[src/design/srs_pkg.sv]
// Types and constants of the stable record sorter.
`default_nettype none

package srs_pkg;

    localparam int TAG_W  = 16;
    localparam int AGE_W  = 7;
    localparam int DIST_W = 20;
    localparam int EMIS_W = 24;
    localparam int KEY_W  = 24;
    localparam int ADDR_W = 3;
    localparam int DATA_W = 32;

    typedef logic [1:0] status_t;
    typedef logic [1:0] field_t;

    localparam status_t ST_LOADED   = 2'd0;
    localparam status_t ST_FULL     = 2'd1;
    localparam status_t ST_EMPTY    = 2'd2;
    localparam status_t ST_UNLOADED = 2'd3;

    localparam logic CMD_LOAD   = 1'b0;
    localparam logic CMD_UNLOAD = 1'b1;

    localparam field_t FIELD_AGE  = 2'd0;
    localparam field_t FIELD_DIST = 2'd1;
    localparam field_t FIELD_EMIS = 2'd2;

    localparam logic REG_SORT_FIELD = 1'b0;
    localparam logic REG_DESCENDING = 1'b1;

    // Per-cycle command broadcast to every cell of the chain.
    typedef struct packed {
        logic load;
        logic unload;
        logic desc;
    } ctrl_t;

endpackage

`default_nettype wire

[src/design/srs_cell.sv]
// One slot of the insertion chain: holds a record, shifts right on insert, left on pop.
`default_nettype none

module srs_cell #(
    parameter int KEY_BITS = 24
) (
    input  wire logic                       clk,
    input  wire srs_pkg::ctrl_t             ctrl,
    input  wire logic                       occupied,
    input  wire logic [srs_pkg::TAG_W-1:0]  new_tag,
    input  wire logic [KEY_BITS-1:0]        new_key,
    input  wire logic [srs_pkg::TAG_W-1:0]  left_tag,
    input  wire logic [KEY_BITS-1:0]        left_key,
    input  wire logic [srs_pkg::TAG_W-1:0]  right_tag,
    input  wire logic [KEY_BITS-1:0]        right_key,
    input  wire logic                       found_in,
    output logic                            found_out,
    output logic [srs_pkg::TAG_W-1:0]       tag,
    output logic [KEY_BITS-1:0]             key
);

    import srs_pkg::*;

    logic [TAG_W-1:0]    tag_reg;
    logic [KEY_BITS-1:0] key_reg;
    logic                precedes;
    logic                place;

    assign precedes  = ctrl.desc ? (new_key > key_reg) : (new_key < key_reg);
    // New record lands at the first slot that is empty or that it strictly precedes.
    assign place     = !occupied || precedes;
    assign found_out = found_in || place;

    always_ff @(posedge clk)
    begin
        if (ctrl.load && found_out)
        begin
            if (found_in)
            begin
                tag_reg <= left_tag;
                key_reg <= left_key;
            end
            else
            begin
                tag_reg <= new_tag;
                key_reg <= new_key;
            end
        end
        else if (ctrl.unload)
        begin
            tag_reg <= right_tag;
            key_reg <= right_key;
        end
    end

    assign tag = tag_reg;
    assign key = key_reg;

endmodule

`default_nettype wire

[config.mk]
export PLATFORM = sky130hd
export DESIGN_NAME = srs_cell
export DESIGN_NICKNAME = d
export VERILOG_FILES = /design/src/design/srs_pkg.sv /design/src/design/srs_cell.sv
export SDC_FILE = /design/constraint.sdc
export NUM_CORES = 1
export LEC_CHECK = 0
export BUFFER_PORTS_ARGS = -buffer_cell sky130_fd_sc_hd__buf_2
export CAP_MARGIN = 20
export CORE_MARGIN = 2
export CORE_UTILIZATION = 30
export CTS_CLUSTER_DIAMETER = 30
export CTS_CLUSTER_SIZE = 20
export DETAILED_ROUTE_END_ITERATION = 7
export SLEW_MARGIN = 20
export SYNTH_ARGS = -nofsm -noshare
export SYNTH_HDL_FRONTEND = slang
export SYNTH_SLANG_ARGS = --single-unit
export TNS_END_PERCENT = 50
[constraint.sdc]
create_clock -name clk -period 9.17 [get_ports clk]
set_input_delay 0.4585 -clock clk [delete_from_list [all_inputs] [get_ports clk]]
set_output_delay 0.4585 -clock clk [all_outputs]
set_load 0.03 [all_outputs]
# Word level (Yosys, flattened, before mapping)
# Cells that the tools add are included.
# word_totals
register_bits	40
output_inout_bits	41
wordCells	16
# classes
magnitude_cmp	2
mux	7
n_reduce_logical	5
# ops
operator	count
24-bit 2-to-1 mux	3
16-bit 2-to-1 mux	3
24-bit greater-than comparator	1
24-bit < comparator	1
1-bit logical OR	2
2-bit nonzero test	1
1-bit logical AND	1
1-bit logical NOT	1
1-bit 2-to-1 mux	1

# Depth between registers and ports, before layout
# depth
word_depth	6
depth_mapped	9
depth_no_buf	8

# Least setup slack after synthesis
# OpenSTA, ideal clock, no wires.
# synth_timing
path_kind	flip-flop to flip-flop
from	register key_reg[23], in the netlist key[23]
to	register key_reg[0], in the netlist key[0], enable pin
arrival_ps	2781
t_required_ps	8790
setup_slack_ps	6009
stages_incl_launch_ff	10
n_path_buf	1
period_less_slack_ps	3161
cell_sequence	edfxtp_1 > inv_1 > ha_1 > nand4_2 > nor4_2 > o31ai_2 > nand3_2 > mux2i_2 > buf_6 > or2_2
# synth_between
elab_chain_len	6
# synth_rtl
element	line_no	text
start: declaration	srs_cell.sv:25	logic [KEY_BITS-1:0] key_reg;
start signal: assignment	srs_cell.sv:41	key_reg <= left_key;
start signal: assignment	srs_cell.sv:46	key_reg <= new_key;
start signal: assignment	srs_cell.sv:52	key_reg <= right_key;
24-bit < comparator or 24-bit greater-than comparator (tied branches)	srs_cell.sv:29	assign precedes = ctrl.desc ? (new_key > key_reg) : (new_key < key_reg);
1-bit 2-to-1 mux *	srs_cell.sv:29	
1-bit logical OR *	srs_cell.sv:31	assign place = !occupied || precedes;
1-bit logical OR *	srs_cell.sv:32	assign found_out = found_in || place;
1-bit logical AND *	srs_cell.sv:36	if (ctrl.load && found_out)
2-bit nonzero test (no line) *	-	
# Mark *: on every way between the ends. The rest lies on a longest branch, timed or not.
# A chain may end at the register's enable or synchronous reset.

# Worst setup path in the final report
# layout_timing
from	register key_reg[19], in the netlist key[19]
to	register tag_reg[15], in the netlist tag[15], data pin
# layout_between
elab_chain_len	6
# layout_rtl
element	line_no	text
24-bit < comparator or 24-bit greater-than comparator (tied branches)	srs_cell.sv:29	
1-bit 2-to-1 mux *	srs_cell.sv:29	
1-bit logical OR *	srs_cell.sv:31	
1-bit logical OR *	srs_cell.sv:32	
1-bit logical AND *	srs_cell.sv:36	
16-bit 2-to-1 mux *	srs_cell.sv:36	
end signal: assignment	srs_cell.sv:40	tag_reg <= left_tag;
end signal: assignment	srs_cell.sv:45	tag_reg <= new_tag;
end signal: assignment	srs_cell.sv:51	tag_reg <= right_tag;
end: declaration	srs_cell.sv:24	logic [TAG_W-1:0] tag_reg;
# Marks and branches as above.

==> flow_metrics.py <==
metrics = {
    "synthesis": {
        "syn_area_per_cell_um2": 13.3,
        "ys_types": 27,
        "yosys_warnings": 0,
        "ys_ff_latch": 40,
        "syn_area_um2": 2980,
        "synth_seq_area_share_pct": 40.3,
        "synth_nets": 375,
        "synth_cells": 225,
    },
    "job": {
        "maxCapViolCount": 0,
    },
    "floorplan": {
        "coreArea_um2": 9730,
        "die_w_um": 104,
        "die_height_um": 104,
        "initial_core_util_pct": 30.7,
        "io-pin-count": 167,
        "num_rows": 36,
        "dieArea_um2": 10800,
    },
    "route": {
        "viasPerCell": 4.47,
        "num_vias": 2345,
        "dr.pass1.iters": 4,
        "routed_wl_um": 7160,
        "drc": 0,
        "wl_per_cell_um": 13.6,
        "drt_iter0_drc": 82,
        "ant_nets": 0,
    },
    "sta": {
        "clock.fmax_mhz": 319,
        "fin_crit_sh_pct": 34.1,
        "setup_slack_ns": 6.04,
        "tns_ns": 0,
        "min_period_ns": 3.13,
        "rsz0062_at_grt": "false",
        "hold_ws_ns": 0.456,
        "tightest_slew_ns": 1.02,
        "hold_viol": 0,
        "finalClockSkew_ns": 0.00598,
        "slew_headroom_pct": 32.0,
        "setup_viol": 0,
        "slew_violations": 0,
    },
    "global_routing": {
        "grt_util_all_layers_pct": 13.3,
        "grt_max_degree": 43,
        "grt_pass1_vias": 2415,
        "grt_overflow": 0,
        "grt_pass1_wl_um": 11400,
        "antenna_found_initial": 1,
    },
    "cts": {
        "cts.clk_slew.worst_paths_ns": 0.08,
        "cts_tree": "built",
        "cts_buffer_depth": 2,
        "cts.repair.resized": 0,
        "cts_buffers": 5,
        "root_buffer": "clkbuf_8",
        "clk_latency_ns": 0.30,
        "cts_hold_buf": 0,
        "h-tree-depth": 2,
        "post_cts_buffers": 0,
        "cts.sinks": 40,
    },
    "critical_path": {
        "crit_arrival_ns": 3.19,
        "cp_max_fo": 40,
        "path_delay_family": "simple AND/OR/NAND/NOR gates",
        "critPathLaunchType": "flip-flop",
        "crit_type": "flip-flop to flip-flop",
        "cp_data_required_time_ns": 9.23,
        "max_stage_delay_ns": 0.63,
        "critPathBufInv": 2,
        "cp_cell_sequence": "inv_1, ha_1, nand4_1, nor4_2, o31ai_2, nand3_2, mux2i_4, buf_4, mux2_2",
        "endpoint_kind": "flip-flop",
        "worst_path_max_delay_cell": "buf_4",
    },
    "placed_design": {
        "dp_hpwl_um": 5510,
        "placed_cells": 517,
        "numPortBuffers": 166,
        "gp_congestion": 0.733,
        "dp_slack_ns": 5.83,
        "placed_cell_area_um2": 3940,
    },
    "pwr": {
        "finalPower_mw": 0.685,
        "ir_worst_vdd_mv": 0.0604,
        "p_leak_nw": 1.98,
        "pwr_density_cell_nw_per_um2": 170,
    },
    "cells_and_area": {
        "drive_above_1_share_pct": 66.6,
        "largest_reg_flops": 24,
        "antenna-diode-count": 0,
        "post-route-util_pct": 41.4,
        "syn_to_final_growth_pct": 35.0,
        "final_cells": 525,
        "regArea_um2": 1200,
        "finalNetCount": 541,
        "stdcell_area_um2": 4030,
        "fillers": 998,
        "multi_input_area_um2": 1630,
    },
    "min_path": {
        "worstHoldPathType": "input pin to flip-flop",
    },
    "run_status": {
        "outcome": "completed",
    },
}
Yosys cell counts:
library cell	count	share of area [%]
a21oi_1	12	2.0
clkbuf_1	5	0.63
edfxtp_1	40	40
nand2_1	5	0.63
nand4b_1	1	0.29
mux2_2	40	15
a22oi_1	1	0.25
o21ai_1	1	0.17
nand3_2	1	0.34
o31ai_2	1	0.42
nor3_1	1	0.17
mux2i_2	1	0.46
o21ai_0	6	1.0
a211o_2	1	0.34
mux2_4	39	20
nand2b_1	1	0.21
inv_1	26	3.3
nand3_1	2	0.34
nor2_1	3	0.38
or2_2	1	0.21
nand4_2	1	0.42
nor4_2	1	0.42
buf_6	4	1.5
ha_1	24	10
nand4_1	5	1.0
a31oi_1	1	0.21
a21boi_0	1	0.25
layout by cell type (no fill, tap or decap), types with 2 or more instances in the layout:
| cell type | n |
|---|---|
| ha_1 | 24 |
| nand4_1 | 5 |
| inv_1 | 26 |
| nand2_1 | 5 |
| edfxtp_1 | 40 |
| mux2_2 | 40 |
| nor2_1 | 3 |
| clkbuf_8 | 5 |
| nand3_1 | 2 |
| a21oi_1 | 12 |
| buf_2 | 166 |
| buf_4 | 2 |
| o21ai_0 | 6 |
| clkinvlp_4 | 2 |
| mux2_4 | 39 |
kinds of logic after synthesis:
group / count (synthesis) / share of synthesized area (%)
AOI/OAI and AO/OA: 24 / 4.65
DFF: 40 / 40.3
muxes: 80 / 35.2
buffers and inverters: 35 / 5.41
and+or+nand+nor: 22 / 4.44
adders and majority gates: 24 / 10.1
area by class of cell:
type	instances	share of cell area, %
repair buffers	168	21.0
clock inverters	3	0.466
well taps	133	4.13
multi-input cells	150	40.5
inverters	26	2.42
flip-flops and latches	40	29.8
clock buffers	5	1.71
report_power, final:
part	switching [mW]	internal [mW]	leakage [nW]
Clock	0.0674	0.0526	0.0378
Sequential	0.0126	0.248	0.406
Combinational	0.171	0.134	1.54
Total	0.251	0.435	1.98
worst paths after layout:
path                                    from      end  slack [ns]  cells past startpoint
worst max-delay path                 key[19]  tag[15]        6.04                      9
worst min-delay path            right_tag[4]   tag[4]        0.46                      2
worst max register to register       key[19]  tag[15]        6.04                      9
worst min register to register        key[7]  key[19]        1.64                      7
worst register-to-register path: cells and delay by family (launching register included):
kind	cells	cell delay (ns)
simple gates	3	0.75
fa+ha+maj	1	0.30
buf+inv	2	0.68
compound gates	1	0.14
flops	1	0.35
mux	2	0.68
per-layer routing:
metal	GRT usage, %	vias to the layer above	part of all wire (%)
met1	15.4	1069	41
met3	4.15	10	7.0
met2	23.9	92	51
met4	3.09	2	1.2
met5	0	-	0.15
li1	-	1172	-
(Power assumes the default switching activity.)
